$ cat src/sv/uot_pkg.sv
// ----------------------------------------------------------------------------
// uot_pkg: shared types and constants of the unspent output table
// Entry layout, operation and status codes, and default table depth.
// ----------------------------------------------------------------------------
package uot_pkg;

  localparam int DefEntries = 64;
  localparam int SlotW      = 6;
  localparam int InDataW    = 416;
  localparam int OutDataW   = 328;

  typedef enum logic [1:0] {
    OP_INSERT  = 2'd0,
    OP_REMOVE  = 2'd1,
    OP_LOOKUP  = 2'd2,
    OP_BALANCE = 2'd3
  } op_t;

  typedef enum logic [1:0] {
    ST_OK        = 2'd0,
    ST_NOT_FOUND = 2'd1,
    ST_FULL      = 2'd2,
    ST_SATURATED = 2'd3
  } status_t;

  typedef struct packed {
    logic [63:0] amount;
    logic [63:0] owner3;
    logic [63:0] owner2;
    logic [63:0] owner1;
    logic [63:0] owner0;
    logic [31:0] outi;
    logic [63:0] blk;
  } entry_t;

  // Control from the sequencer to the head unit.
  typedef struct packed {
    logic start;
    logic step;
  } scan_ctl_t;

endpackage

$ cat src/sv/uot_scan.sv
// ----------------------------------------------------------------------------
// uot_scan: head unit of the rotating row
// Inspects the entry at the head, rewrites it on its way to the tail and
// gathers the result of the running operation.
// ----------------------------------------------------------------------------
module uot_scan
  import uot_pkg::*;
#(
  parameter int IdxW = 6
) (
  input  logic            clk,
  input  logic            rst,
  input  scan_ctl_t       ctl,
  input  logic [IdxW-1:0] pos,
  input  op_t             op_in,
  input  entry_t          req_in,
  input  entry_t          head,
  output entry_t          tail,
  output status_t         res_status,
  output logic [SlotW-1:0] res_slot,
  output logic [63:0]     res_value,
  output logic [255:0]    res_owner
);

  op_t              op;
  entry_t           req;
  logic             done;
  logic             sat;
  logic [63:0]      sum;
  logic [SlotW-1:0] slot;
  logic [63:0]      value;
  logic [255:0]     owner;

  logic        key_hit;
  logic        owner_hit;
  logic [64:0] add;

  assign key_hit   = (head.amount != '0) && (head.blk == req.blk) && (head.outi == req.outi);
  assign owner_hit = ({head.owner3, head.owner2, head.owner1, head.owner0} ==
                      {req.owner3, req.owner2, req.owner1, req.owner0});
  assign add       = {1'b0, sum} + {1'b0, head.amount};

  always_comb begin
    tail = head;
    if (!done) begin
      if (op == OP_INSERT && head.amount == '0) begin
        tail = req;
      end else if (op == OP_REMOVE && key_hit) begin
        tail = '0;
      end
    end
  end

  always_ff @(posedge clk) begin
    if (rst) begin
      op   <= OP_INSERT;
      done <= 1'b0;
      sat  <= 1'b0;
    end else if (ctl.start) begin
      op    <= op_in;
      req   <= req_in;
      done  <= 1'b0;
      sat   <= 1'b0;
      sum   <= '0;
      slot  <= '0;
      value <= '0;
      owner <= '0;
    end else if (ctl.step) begin
      unique case (op)
        OP_INSERT: begin
          if (!done && head.amount == '0) begin
            done <= 1'b1;
            slot <= SlotW'(pos);
          end
        end
        OP_REMOVE: begin
          if (!done && key_hit) begin
            done <= 1'b1;
            slot <= SlotW'(pos);
          end
        end
        OP_LOOKUP: begin
          if (!done && key_hit) begin
            done  <= 1'b1;
            slot  <= SlotW'(pos);
            value <= head.amount;
            owner <= {head.owner3, head.owner2, head.owner1, head.owner0};
          end
        end
        OP_BALANCE: begin
          if (owner_hit) begin
            if (add[64]) begin
              sat <= 1'b1;
              sum <= '1;
            end else begin
              sum <= add[63:0];
            end
          end
        end
        default: ;
      endcase
    end
  end

  always_comb begin
    res_status = ST_OK;
    res_slot   = slot;
    res_value  = value;
    res_owner  = owner;
    unique case (op)
      OP_INSERT: if (!done) res_status = ST_FULL;
      OP_REMOVE, OP_LOOKUP: if (!done) res_status = ST_NOT_FOUND;
      OP_BALANCE: begin
        res_status = sat ? ST_SATURATED : ST_OK;
        res_value  = sum;
      end
      default: ;
    endcase
  end

endmodule

$ cat config.mk
export PLATFORM = sky130hd
export DESIGN_NAME = uot_scan
export DESIGN_NICKNAME = d
export VERILOG_FILES = /design/src/sv/uot_pkg.sv /design/src/sv/uot_scan.sv
export SDC_FILE = /design/constraint.sdc
export NUM_CORES = 2
export LEC_CHECK = 0
export ABC_AREA = 1
export ABC_CLOCK_PERIOD_IN_PS = 35400
export BUFFER_PORTS_ARGS = -buffer_cell sky130_fd_sc_hd__buf_2
export CAP_MARGIN = 20
export CORE_AREA = 2 2 626 628
export DETAILED_ROUTE_END_ITERATION = 10
export DIE_AREA = 0 0 628 630
export PLACE_DENSITY_LB_ADDON = 0.15
export SLEW_MARGIN = 20
export SYNTH_ARGS = -nofsm -noshare
export SYNTH_HDL_FRONTEND = slang
export SYNTH_SLANG_ARGS = --single-unit
$ cat constraint.sdc
create_clock -name clk -period 35.4 [get_ports clk]
set_input_delay 0 -clock clk [delete_from_list [all_inputs] [get_ports clk]]
set_output_delay 0 -clock clk [all_outputs]
set_load 0.02 [all_outputs]
# Word level (Yosys, flattened, before mapping)
# Cells that the tools add are included.
# totals
n_memories,0
elab_cells,76
ramBits,0
latchBits,0
ff_bits,810
rom_bits,0
# classes
div_mod_pow,0
multipliers,0
shift,0
bitwise_logic,1
n_eq_ne,10
addsub,1
n_lt_le_gt_ge,0
n_reduce_logical,25
muxes,25
# ops
operator,n
$mux 416,3
$mux 256,3
$mux 64,8
$eq 256x256->1,1
$add 64x64->65,1
$eq 64x64->1,1
$logic_not 64->1,1
$reduce_bool 64->1,1
$eq 32x32->1,1
$mux 6,3
$reduce_and 4->1,4
$pmux 6 s2,1
$reduce_bool 2->1,6
$logic_and 1x1->1,6
$pmux 2 s3,1
$reduce_and 5->1,1
$eq 2x2->1 const B,2
$mux 2,2
$ne 2x1->1 const B,2
$reduce_or 2->1,2
$mux 1,3
$ne 3x1->1 const B,1
$ne 3x2->1 const B,1
$reduce_bool 3->1,1
other kinds (6),6

# Depth between registers and ports, before layout
# logic_depth
depth_word,7
depth_mapped,17
ltp_nobuf,16

# Worst setup path after synthesis
# OpenSTA, ideal clock, no wires.
# synth_timing
path_kind,input-to-reg
startpoint,input ctl[1] (netlist bit)
endpoint,register owner[0] (netlist: res_owner[0]) (enable)
cell_stages,5
t_arrival_ns,26.159
slack_ns,8.545
cell_sequence,clkbuf_1 > inv_1 > nor2_1 > inv_1 > nand2_1
# synth_via
elab_chain_len,2
# synth_rtl
element,line,text
"start, declared",uot_scan.sv:13,"input scan_ctl_t ctl,"
$reduce_bool 2->1 (no line),--,
$reduce_and 4->1 (no line) *,--,
"end signal, assigned",uot_scan.sv:87,"owner <= {head.owner3, head.owner2, head.owner1, head.owner0};"
"end, declared",uot_scan.sv:32,logic [255:0] owner;
# Every way passes the cells marked *; elsewhere a longest branch is shown, timed or not.
# A chain may end at the register's enable or synchronous reset.

==> flow_summary_export.csv <==
group,metric,value,unit
clock_network,cts_tree,"built",
clock_network,cts_max_path_buffers,4,
floorplanning,die_y,630,um
timing,maxSlewViolCount,0,
worst_setup_path,worstPathArrival,5.93,ns
yosys,ys.flop_type,"edfxtp_1",
power_and_ir_drop,powerDensity,40.7,mW/mm2
timing,period_needed,5.93,ns
global_routing,antenna_found_initial,159,
job,max_cap_viol_count,0,
floorplanning,row_count,229,
cells_and_area,area_delta_synth_final,65.7,%
detailed_routing,vias,54500,
power_and_ir_drop,ir_drop,0.0464,mV
yosys,synth_edf_count,806,
global_routing,grt.total_usage,19.3,%
yosys,ys_ff_latch,810,
timing,hold_violations,0,
yosys,ys_types,41,
worst_setup_path,worstSetupEndpointType,"output port",
detailed_routing,wire_per_inst,29.0,um
floorplanning,dieArea,0.396,mm2
worst_setup_path,crit_slowest_cell,"buf_4",
clock_network,clk_latency,0.92,ns
timing,fin_skew,0.0974,ns
clock_network,post-cts-setup-buffer-count,0,
clock_network,cts-root-buf,"clkbuf_16",
cells_and_area,post-route-util,20.3,%
detailed_routing,avgViaCountPerCell,3.97,
timing,setup_tns,0,ns
placed_design,gp_congestion,0.928,
yosys,yosysWarnings,0,
worst_setup_path,worstPathRequired,35.40,ns
worst_setup_path,slowest_delay,0.75,ns
floorplanning,core_area,0.388,mm2
timing,relSlewSlack,22.6,%
timing,rsz0062_at_grt,"no",
worst_setup_path,critPathBufInv,9,
clock_network,cts_resized,0,
global_routing,grt_pass1_vias,54700,
power_and_ir_drop,p_leak,33.8,nW
worst_setup_path,cp_top_family,"buffers and inverters",
global_routing,grt_pass1_wl,518000,um
floorplanning,die_w,628,um
yosys,async_flop_share,0,%
worst_setup_path,crit_type,"input port to output port",
timing,period_share,16.8,%
yosys,synth.avg_cell_area,8.56,um2
status,outcome,"finished clean",
clock_network,clkSinkCount,810,
detailed_routing,drt-pass1-iter-count,5,
global_routing,grt_max_degree,130,
yosys,ys_seq_area_share,51.1,%
cells_and_area,drive_gt1_share,22.4,%
placed_design,hpwl,327000,um
worst_setup_path,worstSetupStartpointType,"input port",
worst_setup_path,cp_max_fo,55,
timing,fmax,0.169,GHz
floorplanning,io_pins,1588,
detailed_routing,drtAntennaViolNets,0,
placed_design,io_buffer_count,1587,
worst_setup_path,path_cells,"dlygate4sd3_1 -> buf_2 -> dlygate4sd3_1 -> inv_2 -> nand2_1 -> nor3_1 -> nand2_1 -> nor2_1 -> nand2_1 -> nor2_4 -> nand2_4 -> inv_8 -> buf_4 -> buf_4 -> a21oi_1 -> buf_4 -> a22oi_1 -> buf_2",
cells_and_area,final_nets,9299,
floorplanning,start_util,12.2,%
detailed_routing,drc_errors,0,
clock_network,htree_levels,3,
clock_network,cts_inserted_buffers,122,
timing,worst_pin_slew,1.16,ns
global_routing,overflow,0,
yosys,syn_area,0.0475,mm2
detailed_routing,wl,398000,um
yosys,synth_nets,6464,
detailed_routing,drt_iter0_markers,4300,
clock_network,clkSlewWorstSetupHoldPaths,0.05,ns
timing,setup_viol,0,
yosys,syn_inst,5549,
worst_hold_path,hold_class,"input port to flop",
## path summary, 6_finish.rpt
kind / slack (ns) / start / to / cells after the start
min reg2reg: 0.72 / sum[0]$_SDFFCE_PP0P_ / sum[0]$_SDFFCE_PP0P_ / 3
max: 29.47 / head[412] / tail[105] / 18
max reg2reg: 30.09 / req[66]$_DFFE_PP_ / res_owner[69]$_SDFFCE_PP0P_ / 10
min: 0.07 / req_in[345] / req[345]$_DFFE_PP_ / 2
## cell families after synthesis
group | share of synthesized area, %
xor+xnor | 4.96
buf+inv | 8.22
flops | 51.1
fa+ha+maj | 1.89
simple gates | 20.7
compound gates | 13.1
## routing by layer
layer / share of wire (%) / GRT usage [%]
met5: 0.027 / 0
met4: 4.1 / 6.35
met3: 7.9 / 5.66
met2: 48 / 33.3
met1: 40 / 22.7
## synth_stat cells (all sizes together), types with 2 or more instances
| cell | number | area [um2] |
|---|---|---|
| nand3 | 462 | 2320 |
| edfxtp | 806 | 24200 |
| o21ai | 75 | 375 |
| buf | 140 | 800 |
| dfxtp | 4 | 80.1 |
| nand2 | 1077 | 4050 |
| o21a | 3 | 22.5 |
| nor3 | 18 | 90.1 |
| nand3b | 6 | 45.0 |
| a21oi | 581 | 2910 |
| ha | 70 | 876 |
| o21bai | 13 | 97.6 |
| o211ai | 3 | 22.5 |
| a31oi | 2 | 12.5 |
| o22ai | 2 | 12.5 |
| nand4 | 60 | 375 |
| clkbuf | 146 | 549 |
| a21o | 2 | 15.0 |
| a22oi | 359 | 2720 |
| xor2 | 27 | 236 |
| or2 | 26 | 163 |
| nor4 | 6 | 37.5 |
| nor2 | 731 | 2750 |
| inv | 681 | 2560 |
| xnor2 | 242 | 2120 |
## cell usage in the layout (no fill, tap or decap), types with 4 or more instances in the layout
master / synthesis / final
clkinvlp_4: 0 / 4
or2_2: 26 / 26
a21oi_1: 581 / 578
buf_2: 66 / 1586
diode_2: 0 / 40
inv_1: 668 / 666
nor4_1: 6 / 6
buf_6: 13 / 7
a22oi_2: 5 / 11
edfxtp_1: 806 / 806
buf_4: 25 / 68
o21ai_0: 75 / 74
a22oi_1: 354 / 348
nor3_1: 18 / 18
xnor2_1: 242 / 242
nand4_1: 60 / 60
clkbuf_1: 145 / 32
buf_12: 0 / 6
o21bai_1: 13 / 13
ha_1: 70 / 69
clkinv_1: 0 / 29
dlygate4sd3_1: 0 / 1328
bufinv_16: 0 / 11
nand3b_1: 6 / 6
xor2_1: 27 / 27
clkbuf_16: 0 / 122
nand2_1: 1075 / 1073
nor2_1: 730 / 727
clkinv_2: 0 / 19
inv_2: 13 / 14
nand3_1: 461 / 461
## layout make-up
cell class,count,area (um2)
well taps,5197,6500
multi-input cells,3772,19400
inverters,681,2560
flip-flops and latches,810,24300
fillers,43700,310000
diodes,40,100
clock inverters,70,691
clock buffers,154,3170
repair buffers,2997,22000
## power by group
group / internal (mW) / total, mW / switching [mW]
combinational: 0.275 / 0.778 / 0.503
sequential: 1.13 / 1.18 / 0.0475
clock: 0.711 / 1.25 / 0.537
## state kept, by name (all words and copies together), names as in the netlist
name	flops
value	64
sat	1
op	2
sum	64
req	416
res_owner	256
res_slot	6
done	1
## through the flow
| stage | cell area, um2 | hold WS (ns) | instances | worst slack (ns) | power, mW |
|---|---|---|---|---|---|
| finish | 78700 | 0.0691 | 13700 | 29.47 | 3.21 |
| global route | 78600 | 0.0136 | 13700 | 29.21 | 3.34 |
| CTS | 78500 | 0.000981 | 13700 | 29.09 | 3.27 |
| detailed placement | 61400 | 0.178 | 12100 | 29.70 | 1.86 |
| global placement | 61300 | 0.177 | 12100 | 29.27 | 1.86 |
| floorplan | 47500 | 0.0989 | 5549 | 8.55 | 1.50 |
## timing repair
item                                   in CTS  in global routing
endpoints found under the hold margin     828                  0
setup endpoints to repair                   0                  0
hold buffers                             1328                  0
Power figures use the tool's default switching activity.
