File: config.mk
export PLATFORM = sky130hd
export DESIGN_NAME = uot_cell
export DESIGN_NICKNAME = d
export VERILOG_FILES = /design/src/sv/uot_pkg.sv /design/src/sv/uot_cell.sv
export SDC_FILE = /design/constraint.sdc
export NUM_CORES = 1
export LEC_CHECK = 0
export ABC_AREA = 1
export BUFFER_PORTS_ARGS = -buffer_cell sky130_fd_sc_hd__buf_4
export CORE_AREA = 2 2 322 324
export CTS_BUF_LIST = sky130_fd_sc_hd__clkbuf_16
export DETAILED_ROUTE_END_ITERATION = 10
export DIE_AREA = 0 0 324 326
export PLACE_DENSITY = 0.3
export SLEW_MARGIN = 0
export SYNTH_ARGS = -nofsm -noshare
export SYNTH_HDL_FRONTEND = slang
export SYNTH_SLANG_ARGS = --single-unit
File: constraint.sdc
create_clock -name clk -period 42.5 [get_ports clk]
set_input_delay 6.375 -clock clk [delete_from_list [all_inputs] [get_ports clk]]
set_output_delay 6.375 -clock clk [all_outputs]
set_load 0.01 [all_outputs]
File: src/sv/uot_pkg.sv
// ----------------------------------------------------------------------------
// uot_pkg: shared types and constants of the unspent output table
// Entry layout, operation and status codes, and default table depth.
// ----------------------------------------------------------------------------
package uot_pkg;

  localparam int DefEntries = 64;
  localparam int SlotW      = 6;
  localparam int InDataW    = 416;
  localparam int OutDataW   = 328;

  typedef enum logic [1:0] {
    OP_INSERT  = 2'd0,
    OP_REMOVE  = 2'd1,
    OP_LOOKUP  = 2'd2,
    OP_BALANCE = 2'd3
  } op_t;

  typedef enum logic [1:0] {
    ST_OK        = 2'd0,
    ST_NOT_FOUND = 2'd1,
    ST_FULL      = 2'd2,
    ST_SATURATED = 2'd3
  } status_t;

  typedef struct packed {
    logic [63:0] amount;
    logic [63:0] owner3;
    logic [63:0] owner2;
    logic [63:0] owner1;
    logic [63:0] owner0;
    logic [31:0] outi;
    logic [63:0] blk;
  } entry_t;

  // Control from the sequencer to the head unit.
  typedef struct packed {
    logic start;
    logic step;
  } scan_ctl_t;

endpackage

File: src/sv/uot_cell.sv
// ----------------------------------------------------------------------------
// uot_cell: one table slot in the rotating row
// Holds one entry and takes its neighbor's entry on every scan step.
// ----------------------------------------------------------------------------
module uot_cell
  import uot_pkg::*;
(
  input  logic   clk,
  input  logic   rst,
  input  logic   shift,
  input  entry_t din,
  output entry_t dout
);

  entry_t ent;

  always_ff @(posedge clk) begin
    if (rst) begin
      ent.amount <= '0;
    end else if (shift) begin
      ent <= din;
    end
  end

  assign dout = ent;

endmodule

# Word-level counts from Yosys, hierarchy flattened
# Index checks and enable logic that the tools add are counted.
[classes]
bitwise = 1
add_sub_neg = 0
muxes = 0
mul = 0
magnitude_cmp = 0
shift = 0
eq_ne = 0
n_div = 0
n_reduce_logical = 1
[ops]
columns = ["cell", "n"]
rows = [
  ["2-bit AND reduction", 1],
  ["1-bit inverter", 1],
]
[totals]
wordCells = 9
ff_bits = 416
romBits = 0
in_bits = 419
ram_bits = 0
n_memories = 0
output_inout_bits = 416
latch_bits = 0

# Longest topological paths before layout
# Gate-level depths: netlist of run 1.
[depth]
depth_word = 2
ltp_mapped = 5
mapped_depth_nobuf = 4

# Least setup slack after synthesis of run 1
# Ideal clock, no wire load.
[synth_timing]
kind = "in2reg"
from = "input port shift"
to = "register ent (netlist bit dout[0]) (enable)"
path_buffers = 2
cell_stages = 4
t_arrival_ps = 21460
slack_ps = 19955
setup_time_ps = 1085
required_ps = 41415
cell_sequence = "buf_4 -> buf_4 -> inv_1 -> nor2_1"
[synth_via]
elab_chain_cells = 1
[synth_rtl]
columns = ["item", "line_no", "source"]
rows = [
  ["from (decl)", "uot_cell.sv:10", "input logic shift,"],
  ["2-bit AND reduction (no line)", "n/a", ""],
  ["to (signal assigned)", "uot_cell.sv:21", "ent <= din;"],
  ["to (decl)", "uot_cell.sv:15", "entry_t ent;"],
]
# No other way between the ends.
# A chain may end at the register's enable or synchronous reset.

# Final worst setup path of run 1
[layout_timing]
from = "input port shift"
to = "register ent (netlist bit dout[77]) (enable)"
# The elaborated chain is that of the path after synthesis.

==> impl_metrics.csv, run 1 <==
group,metric,value,unit
logic_synthesis,syn_nets,1178,
route,drt_wl_total,59400,um
route,remaining_drc_errors,0,
run,maxCapViolations,0,
route,vias_per_cell,3.09,
layout,drive_gt1_frac,0.546,
sta,relSlewSlack,0.235,
power,swShare,0.240,
setup_path,critical_path_peak_fanout,70,
setup_path,path_cells,"buf_4, inv_1, nor2_4, buf_4, buf_4, buf_4",
global_routing,antenna_found_initial,20,
sta,grt_setup_unrepaired,"false",
logic_synthesis,synth_edf_count,352,
layout,final_cells,3061,
cts,cts.sinks,416,
sta,fin_crit_sh,0.220,
cts,cts_tree,"done",
logic_synthesis,postSynthCellCount,759,
logic_synthesis,ys_top_cells_by_area,"edfxtp_1 (80%), dfxtp_1 (9.7%), nor2_1 (3.7%), nand2_1 (3.6%), inv_1 (1.8%)",
logic_synthesis,synth.most_common_cell,"edfxtp_1",
floorplan,die-area,0.106,mm2
cts,cts_resized,0,
cts,root_buffer,"clkbuf_16",
logic_synthesis,synthArstFlopShare,0,
logic_synthesis,ys.flop_type,"edfxtp_1",
setup_path,cp_slowest_cell,"buf_4",
placed_design,hpwl,46900,um
sta,final_hold_viol_count,0,
floorplan,ioPinCount,835,
power,internal-power,782,uW
global_routing,grt_pass1_wl,77900,um
sta,slew_violations,0,
global_routing,grt_max_degree,82,
power,power_leakage,9.71,nW
logic_synthesis,ys_top_cells_by_count,"edfxtp_1 (352), nor2_1 (129), nand2_1 (128)",
setup_path,path_buf_inv,5,
sta,min_period,9.33,ns
hold_path,hold_path_class,"reg2reg",
power,p_sw,247,uW
setup_path,cp.required,42.75,ns
cts,h-tree-depth,2,
route,vias,9457,
power,p_seq_frac,0.469,
cts,cts_hold_buffers,0,
floorplan,rows,118,
layout,largest_reg_flops,416,
logic_synthesis,netlist-cell-type-count,8,
sta,worst_pin_slew,1.15,ns
global_routing,grt_overflow,0,
cts,clk_pin_slew,0.06,ns
route,dr.first_iter.drc_count,470,
cts,clock_latency,0.63,ns
sta,totalNegativeSetupSlack,0,ns
layout,syn2layout_area_growth,72.7,%
logic_synthesis,synth.top_cell.area_share,0.801,
sta,timing.fmax,107,MHz
layout,multi_input_area,972,um2
setup_path,worst_setup_path_end_kind,"flip-flop",
cts,post_cts_buffers,0,
route,drtAntennaViolNets,0,
cts,cts_buffer_depth,3,
layout,regArea,0.0119,mm2
logic_synthesis,yosysWarnings,0,
floorplan,die_h,326,um
floorplan,die_w,324,um
logic_synthesis,avgSynthCellArea,17.4,um2
logic_synthesis,synth_top_cell_by_area,"edfxtp_1",
cts,cts_buffers,53,
setup_path,cpMostUsedCell,"buf_4",
logic_synthesis,synthesis.area,0.0132,mm2
setup_path,worstPathArrival,9.58,ns
route,wire_per_inst,19.4,um
outcome,outcome,"completed",
layout,fillCellCount,11023,
power,ir_drop,27.2,uV
setup_path,start_kind,"input port",
power,p_clk_frac,0.423,
route,first_pass_iters,4,
logic_synthesis,seq_area_frac_synth,0.898,
power,pwr-share-comb,0.107,
floorplan,core-area,0.103,mm2
setup_path,slowest_delay,0.79,ns
global_routing,first_global_vias,9916,
placed_design,portBuffers,834,
logic_synthesis,ys_seq_elements,416,
floorplan,start_util,0.129,
sta,clock-skew-final,0,ns
layout,fin_nets,2055,
sta,setup_viol,0,
placed_design,dp.cells,2961,
global_routing,track_usage,0.107,
setup_path,crit_type,"in2reg",
placed_design,gp_congestion,0.742,
setup_path,crit_family,"buffers and inverters",
power,power.density,45.2,mW/mm2
-- cell usage in the layout, fill, tap and decap left out --
cell	count
edfxtp_1	352
nor2_1	128
clkinv_2	10
clkinv_1	12
nor2_4	1
inv_6	1
clkbuf_16	53
nand2_1	128
inv_2	1
clkinv_16	1
inv_1	77
diode_2	4
clkinv_4	2
buf_4	842
dfxtp_1	64
clkinv_8	1
bufinv_16	4
-- worst paths after layout --
path	startpoint	endpoint	slack (ns)	cells after the start
setup / recovery	shift	dout[77]$_DFFE_PP_	33.17	6
setup reg to reg	dout[395]$_SDFFE_PP0P_	dout[395]$_SDFFE_PP0P_	41.92	2
hold reg to reg	dout[361]$_SDFFE_PP0P_	dout[361]$_SDFFE_PP0P_	0.47	2
hold / removal	dout[361]$_SDFFE_PP0P_	dout[361]$_SDFFE_PP0P_	0.47	2
-- worst reg2reg max path, cell delays in order, from the launching register on --
cell	delay, ns
dfxtp_1	0.34
nor2_1	0.05
nor2_1	0.13
-- layer usage --
metal  global-route usage  vias up  part of all wire
met3               0.0620       98              0.13
met5                    0        -            0.0032
met4               0.0338       30             0.024
met1               0.0997     4451              0.32
met2                0.193      501              0.52
li1                     -     4377                 -
-- layout make-up --
type / count / share of cell area
flip-flops and latches: 416 / 0.520
repair buffers: 842 / 0.277
well taps: 1380 / 0.0758
clock buffers: 53 / 0.0582
multi-input cells: 257 / 0.0427
clock inverters: 43 / 0.0146
inverters: 66 / 0.0109
diodes: 4 / 0.000439
-- power groups by stage --
stage               Combinational, mW  Clock, mW  Sequential (mW)
floorplan                      0.0145          0            0.512
global placement                0.115          0            0.491
detailed placement              0.114          0            0.491
CTS                             0.115      0.460            0.483
global route                    0.119      0.473            0.486
finish                          0.110      0.436            0.483
-- cell families after synthesis --
group,share of synthesized area
buf+inv,0.0288
flops,0.898
simple gates,0.0731
-- through the flow --
| step | setup slack [ns] | instance area (um2) | hold slack [ns] | util | total power [mW] |
|---|---|---|---|---|---|
| finish | 33.17 | 22800 | 0.471 | 0.222 | 1.03 |
| global route | 32.88 | 22800 | 0.492 | 0.222 | 1.08 |
| CTS | 33.14 | 22800 | 0.475 | 0.222 | 1.06 |
| detailed placement | 32.44 | 21100 | 0.466 | 0.206 | 0.606 |
| global placement | 32.52 | 21100 | 0.462 | 0.206 | 0.606 |
| floorplan | 19.96 | 13200 | 0.492 | - | 0.527 |
(Power assumes the default switching activity.)
==> run 2: changes to the inputs <==
--- a/config.mk
+++ b/config.mk
@@ -5,12 +5,12 @@
 export SDC_FILE = /design/constraint.sdc
 export NUM_CORES = 1
 export LEC_CHECK = 0
-export ABC_AREA = 1
+export ABC_AREA = 0
 export BUFFER_PORTS_ARGS = -buffer_cell sky130_fd_sc_hd__buf_4
-export CORE_AREA = 2 2 322 324
+export CORE_AREA = 2 2 326 328
 export CTS_BUF_LIST = sky130_fd_sc_hd__clkbuf_16
 export DETAILED_ROUTE_END_ITERATION = 10
-export DIE_AREA = 0 0 324 326
+export DIE_AREA = 0 0 328 330
 export PLACE_DENSITY = 0.3
 export SLEW_MARGIN = 0
 export SYNTH_ARGS = -nofsm -noshare
==> constraint.sdc (replaced) <==
create_clock -name clk -period 8.1 [get_ports clk]
set_input_delay 1.215 -clock clk [delete_from_list [all_inputs] [get_ports clk]]
set_output_delay 1.215 -clock clk [all_outputs]
set_load 0.01 [all_outputs]
==> run 2 against run 1 <==
Net effect:
- the run now ends with max-slew violations left
- combinational power rose to 5.0 times the previous value
- wire length fell by 5.3%
- sequential share of layout area rose by 0.66 points
- setup slack got worse by 28 ns
- sequential power rose to 5.2 times the previous value
- synthesized area fell by 2.5%
- critical path type unchanged
- highest routed layer unchanged
==> impl_metrics.csv, run 2 <==
group,metric,value,unit
outcome,outcome,"finished, violations left",
outcome,violations,"max-slew violations",
cts,root_buffer,"clkbuf_16",
route,dr.first_iter.drc_count,301,
logic_synthesis,ys_seq_elements,416,
global_routing,met2_usage,0.175,
logic_synthesis,ys_top_cells_by_count,"edfxtp_1 (352), dfxtp_1 (64), mux2i_1 (64), nor2_1 (64), buf_8 (5)",
cts,clk_pin_slew,0.06,ns
logic_synthesis,netlist-cell-type-count,11,
cts,cts_hold_buffers,0,
setup_path,cp.required,8.34,ns
power,ir_drop,164,uV
setup_path,critical_path_peak_fanout,157,
cts,clock_latency,0.61,ns
setup_path,cp_slowest_cell,"buf_12",
layout,syn2layout_area_growth,75.0,%
route,wire_per_inst,19.5,um
setup_path,worstPathArrival,3.37,ns
placed_design,hpwl,43400,um
cts,h-tree-depth,2,
route,remaining_drc_errors,0,
placed_design,gp_congestion,0.759,
logic_synthesis,syn_nets,978,
floorplan,die_w,328,um
setup_path,path_cells,"buf_4, nor2b_4, buf_4, buf_12",
cts,post_cts_buffers,0,
logic_synthesis,synthArstFlopShare,0,
route,drt_wl_total,56200,um
layout,multi_input_area,895,um2
layout,drive_gt1_frac,0.620,
logic_synthesis,synth.most_common_cell,"edfxtp_1",
layout,fillCellCount,11255,
setup_path,crit_type,"in2reg",
run,maxCapViolations,0,
cts,cts_buffer_depth,3,
sta,final_hold_viol_count,0,
power,total_power,5.40,mW
logic_synthesis,yosys-mux-area-fraction,0.0498,
placed_design,portBuffers,834,
logic_synthesis,ys_top_cells_by_area,"edfxtp_1 (82%), dfxtp_1 (10%), mux2i_1 (5.0%), nor2_1 (1.9%), buf_8 (0.58%)",
route,first_pass_iters,6,
sta,worst_pin_slew,1.61,ns
logic_synthesis,synth_top_family_by_area,"multiplexers",
sta,grt_setup_unrepaired,"false",
floorplan,core-area,0.105,mm2
global_routing,top_usage_layer,"met2",
sta,hold_ws,0.493,ns
hold_path,hold_path_class,"reg2reg",
route,drtAntennaViolNets,0,
logic_synthesis,yosysWarnings,0,
global_routing,first_global_vias,9305,
global_routing,grt_max_degree,161,
global_routing,grt_pass1_wl,73500,um
setup_path,cpMostUsedCell,"buf_4",
sta,setup_slack,4.97,ns
logic_synthesis,synth-simple-area-share,0.0192,
floorplan,die_h,330,um
floorplan,start_util,0.123,
layout,fin_nets,1858,
route,vias,8679,
global_routing,antenna_found_initial,16,
route,vias_per_cell,3.02,
layout,final_common_cell,"buf_4",
floorplan,ioPinCount,835,
floorplan,die-area,0.108,mm2
sta,setup_viol,0,
setup_path,crit_family,"buffers and inverters",
sta,min_period,3.13,ns
logic_synthesis,synth_fa_ha_area_frac,0,
logic_synthesis,synthesis.area,0.0129,mm2
setup_path,rrSetupSlack,7.41,ns
global_routing,track_usage,0.0974,
logic_synthesis,synth_edf_count,352,
placed_design,place_ws,4.30,ns
setup_path,worst_setup_path_end_kind,"flip-flop",
logic_synthesis,avgSynthCellArea,23.0,um2
global_routing,grt_overflow,0,
setup_path,path_buf_inv,3,
setup_path,start_kind,"input port",
logic_synthesis,postSynthCellCount,559,
logic_synthesis,ys.flop_type,"edfxtp_1",
sta,relSlewSlack,-0.0759,
sta,totalNegativeSetupSlack,0,ns
global_routing,use_met1,0.0926,
cts,cts_tree,"done",
cts,cts_buffers,54,
cts,cts.sinks,416,
power,power_leakage,9.24,nW
layout,regArea,0.0119,mm2
sta,slew_violations,87,
power,power.density,240,mW/mm2
floorplan,rows,119,
logic_synthesis,synth.top_cell.area_share,0.822,
setup_path,slowest_delay,0.55,ns
global_routing,grt.met3_usage,0.0526,
logic_synthesis,synth_top_cell_by_area,"edfxtp_1",
cts,cts_resized,0,
layout,most-common-layout-cells,"buf_4 (836), edfxtp_1 (352), mux2i_1 (64), nor2_1 (64), dfxtp_1 (64)",
sta,clock-skew-final,0,ns
sta,fin_crit_sh,0.386,
layout,largest_reg_flops,416,
sta,timing.fmax,320,MHz
logic_synthesis,seq_area_frac_synth,0.921,
logic_synthesis,synth-xor-area-share,0,
logic_synthesis,synth_compound_area_frac,0,
## run 2: cell types whose count changed in the layout (fill, tap and decap cells not counted), moves of 3 or more
cell | previous run | this run
mux2i_1 | 0 | 64
inv_6 | 1 | 4
nor2_1 | 128 | 64
inv_1 | 77 | 5
nand2_1 | 128 | 0
clkinvlp_4 | 0 | 5
buf_4 | 842 | 836
## run 2: metal layers
layer | vias to the layer above | wire, um
met2 | 514 | 29100
li1 | 3910 | -
met3 | 98 | 6820
met4 | 20 | 1820
met1 | 4137 | 18300
met5 | - | 127
## run 2: layout make-up
cell class | instances | area share
multi-input combinational | 129 | 0.0398
timing repair buffer | 838 | 0.281
tap | 1391 | 0.0773
antenna | 4 | 0.000445
sequential | 416 | 0.527
clock buffer | 54 | 0.0601
clock inverter | 45 | 0.0150
## run 2: tightest hold or removal path, delay by kind of cell, from the launching register on
kind          cells  cell delay, ns
flops             1            0.33
mux               1            0.06
simple gates      1            0.07
## run 2: logic make-up after synthesis
family	count (synthesis)
flip-flops	416
multiplexers	64
AND/OR/NAND/NOR	65
buffers and inverters	14
## run 2: path summary, 6_finish.rpt
kind                                from                endpoint  cells after the start
setup / recovery                   shift     dout[258]$_DFFE_PP_                      4
hold / removal    dout[402]$_SDFFE_PP0P_  dout[402]$_SDFFE_PP0P_                      2
setup reg to reg  dout[384]$_SDFFE_PP0P_  dout[384]$_SDFFE_PP0P_                      2
hold reg to reg   dout[402]$_SDFFE_PP0P_  dout[402]$_SDFFE_PP0P_                      2
## run 2: metrics by stage
| stage | instances | util | area (um2) |
|---|---|---|---|
| 2_1_floorplan | 559 | - | 12900 |
| 4_1_cts | 2873 | 0.215 | 22500 |
| 3_3_place_gp | 2774 | 0.199 | 20800 |
| 3_5_place_dp | 2774 | 0.199 | 20800 |
| 6_report | 2877 | 0.215 | 22500 |
| 5_1_grt | 2873 | 0.215 | 22500 |
## run 2: power by group
group | internal [mW] | total (mW) | leakage (nW) | switching (mW)
Clock | 1.34 | 2.32 | 0.844 | 0.983
Sequential | 2.48 | 2.53 | 3.83 | 0.0472
Combinational | 0.304 | 0.555 | 4.56 | 0.252
==> run 3: changes to the inputs <==
--- a/config.mk
+++ b/config.mk
@@ -7,10 +7,10 @@
 export LEC_CHECK = 0
 export ABC_AREA = 0
 export BUFFER_PORTS_ARGS = -buffer_cell sky130_fd_sc_hd__buf_4
-export CORE_AREA = 2 2 326 328
+export CORE_AREA = 2 2 327 329
 export CTS_BUF_LIST = sky130_fd_sc_hd__clkbuf_16
 export DETAILED_ROUTE_END_ITERATION = 10
-export DIE_AREA = 0 0 328 330
+export DIE_AREA = 0 0 329 331
 export PLACE_DENSITY = 0.3
 export SLEW_MARGIN = 0
 export SYNTH_ARGS = -nofsm -noshare
==> constraint.sdc (replaced) <==
create_clock -name clk -period 2.9 [get_ports clk]
set_input_delay 0.435 -clock clk [delete_from_list [all_inputs] [get_ports clk]]
set_output_delay 0.435 -clock clk [all_outputs]
set_load 0.01 [all_outputs]
==> run 3 against run 2 <==
Net effect:
- the run now ends clean
- non-clock buffer count is 396 higher
- first-iteration DRC count is 3.7% higher
- total power grew to 2.9 times the previous value
- utilization is 3.7 points higher
- register-to-register slack worse by 5.2 ns
- wire length is 5.4% higher
- global-route usage is 0.43 points higher
- clock power grew to 2.8 times the previous value
==> impl_metrics.csv, run 3 (same netlist as run 2, synthesis figures left out) <==
group,metric,value,unit
sta,fin_crit_sh,0.621,
cts,clk_pin_slew,0.06,ns
setup_path,path_buf_inv,1,
setup_path,worstPathArrival,1.37,ns
sta,timing.fmax,555,MHz
route,dr.first_iter.drc_count,312,
floorplan,ioPinCount,835,
layout,fillCellCount,11057,
floorplan,die_w,329,um
floorplan,core-area,0.105,mm2
placed_design,hpwl,45900,um
global_routing,first_global_vias,11162,
power,swShare,0.235,
power,p_seq_frac,0.451,
cts,cts_buffer_depth,3,
cts,h-tree-depth,2,
cts,cts_buffers,52,
setup_path,crit_type,"reg2out",
layout,stdcell_area,0.0265,mm2
global_routing,antenna_found_initial,5,
setup_path,crit_family,"flip-flops",
power,p_sw,3.68,mW
floorplan,start_util,0.123,
placed_design,gp_congestion,0.733,
setup_path,slowest_delay,0.51,ns
route,vias_per_cell,3.07,
cts,cts.sinks,416,
cts,cts_resized,0,
setup_path,start_kind,"flip-flop",
placed_design,place_ws,0.641,ns
power,internal-power,12.0,mW
setup_path,critical_path_peak_fanout,1,
hold_path,hold_path_class,"in2reg",
cts,root_buffer,"clkbuf_16",
layout,final_common_cell,"buf_4",
setup_path,cp.required,2.47,ns
layout,most-common-layout-cells,"buf_4 (843), dlygate4sd3_1 (385), edfxtp_1 (352)",
global_routing,track_usage,0.102,
route,drt_wl_total,59200,um
layout,largest_reg_flops,416,
power,power.density,591,mW/mm2
sta,relSlewSlack,0.521,
cts,clock_latency,0.61,ns
sta,setup_viol,0,
route,first_pass_iters,4,
global_routing,grt_overflow,0,
layout,drive_gt1_frac,0.492,
placed_design,post_dp_cell_area,0.0209,mm2
cts,cts_tree,"done",
route,drtAntennaViolNets,0,
route,vias,10051,
floorplan,die-area,0.109,mm2
power,power_leakage,11.0,nW
global_routing,grt_pass1_wl,79100,um
floorplan,rows,119,
route,wire_per_inst,18.1,um
cts,post_cts_buffers,0,
sta,final_hold_viol_count,0,
placed_design,portBuffers,834,
sta,setup_slack,1.10,ns
layout,fin_nets,2252,
global_routing,grt_max_degree,96,
setup_path,worst_setup_path_end_kind,"output pin",
layout,fin_util,0.252,
power,pwr-share-comb,0.130,
sta,worst_pin_slew,0.718,ns
sta,grt_setup_unrepaired,"false",
setup_path,cp_slowest_cell,"edfxtp_1",
setup_path,path_cells,"buf_4",
outcome,outcome,"completed",
floorplan,die_h,331,um
route,remaining_drc_errors,0,
layout,final_cells,3270,
run,maxCapViolations,0,
sta,min_period,1.80,ns
layout,syn2layout_area_growth,106,%
power,p_clk_frac,0.418,
sta,hold_ws,0.0637,ns
placed_design,dp.cells,2785,
sta,slew_violations,0,
sta,clock-skew-final,0,ns
power,ir_drop,429,uV
run 3: changes by cell type in the layout (fill, tap and decap cells not counted), sizes merged:
| cell | previous run | this run |
|---|---|---|
| buf | 838 | 849 |
| bufinv | 4 | 6 |
| clkbuf | 54 | 53 |
| clkinv | 25 | 24 |
| clkinvlp | 5 | 0 |
| diode | 4 | 2 |
| dlygate4sd3 | 0 | 385 |
| inv | 11 | 15 |
run 3: cell type report:
type,instances,area [um2],area share
sequential,416,11900,0.447
timing repair buffer,1234,10300,0.389
tap,1391,1740,0.0657
clock buffer,53,1330,0.0500
multi-input combinational,129,895,0.0338
clock inverter,45,382,0.0144
antenna,2,5.00,0.000189
run 3: per-layer routing:
layer | routed length [um] | track usage | up-vias
met2 | 30400 | 0.182 | 515
met1 | 20500 | 0.104 | 4764
li1 | - | - | 4694
met3 | 6910 | 0.0495 | 76
met4 | 1400 | 0.0325 | 2
met5 | 7 | 0 | -
run 3: worst paths after layout:
path,startpoint,endpoint,slack [ns],cells after the start
setup / recovery,dout[39]$_DFFE_PP_,dout[39],1.10,1
hold / removal,din[390],dout[390]$_SDFFE_PP0P_,0.06,3
setup reg to reg,dout[395]$_SDFFE_PP0P_,dout[395]$_SDFFE_PP0P_,2.24,2
hold reg to reg,dout[381]$_SDFFE_PP0P_,dout[381]$_SDFFE_PP0P_,0.50,2
run 3: power by group through the flow:
stage                     Combinational [mW]  Clock, mW  Sequential [mW]
after floorplan                        0.185          0             7.40
after global placement                  1.64          0             7.19
after detailed placement                1.64          0             7.18
after CTS                               2.11       6.87             7.07
after global routing                    2.19       7.07             7.10
final                                   2.04       6.55             7.06
run 3: stage by stage:
step                TNS (ns)  total power [mW]
finish                     0              15.7
floorplan           -1244.50              7.59
global route               0              16.4
CTS                        0              16.0
detailed placement         0              8.82
global placement           0              8.84
run 3: timing repair:
item,CTS,global route
hold buffers,385,0
endpoints found under the setup margin,0,0
endpoints found under the hold margin,385,0
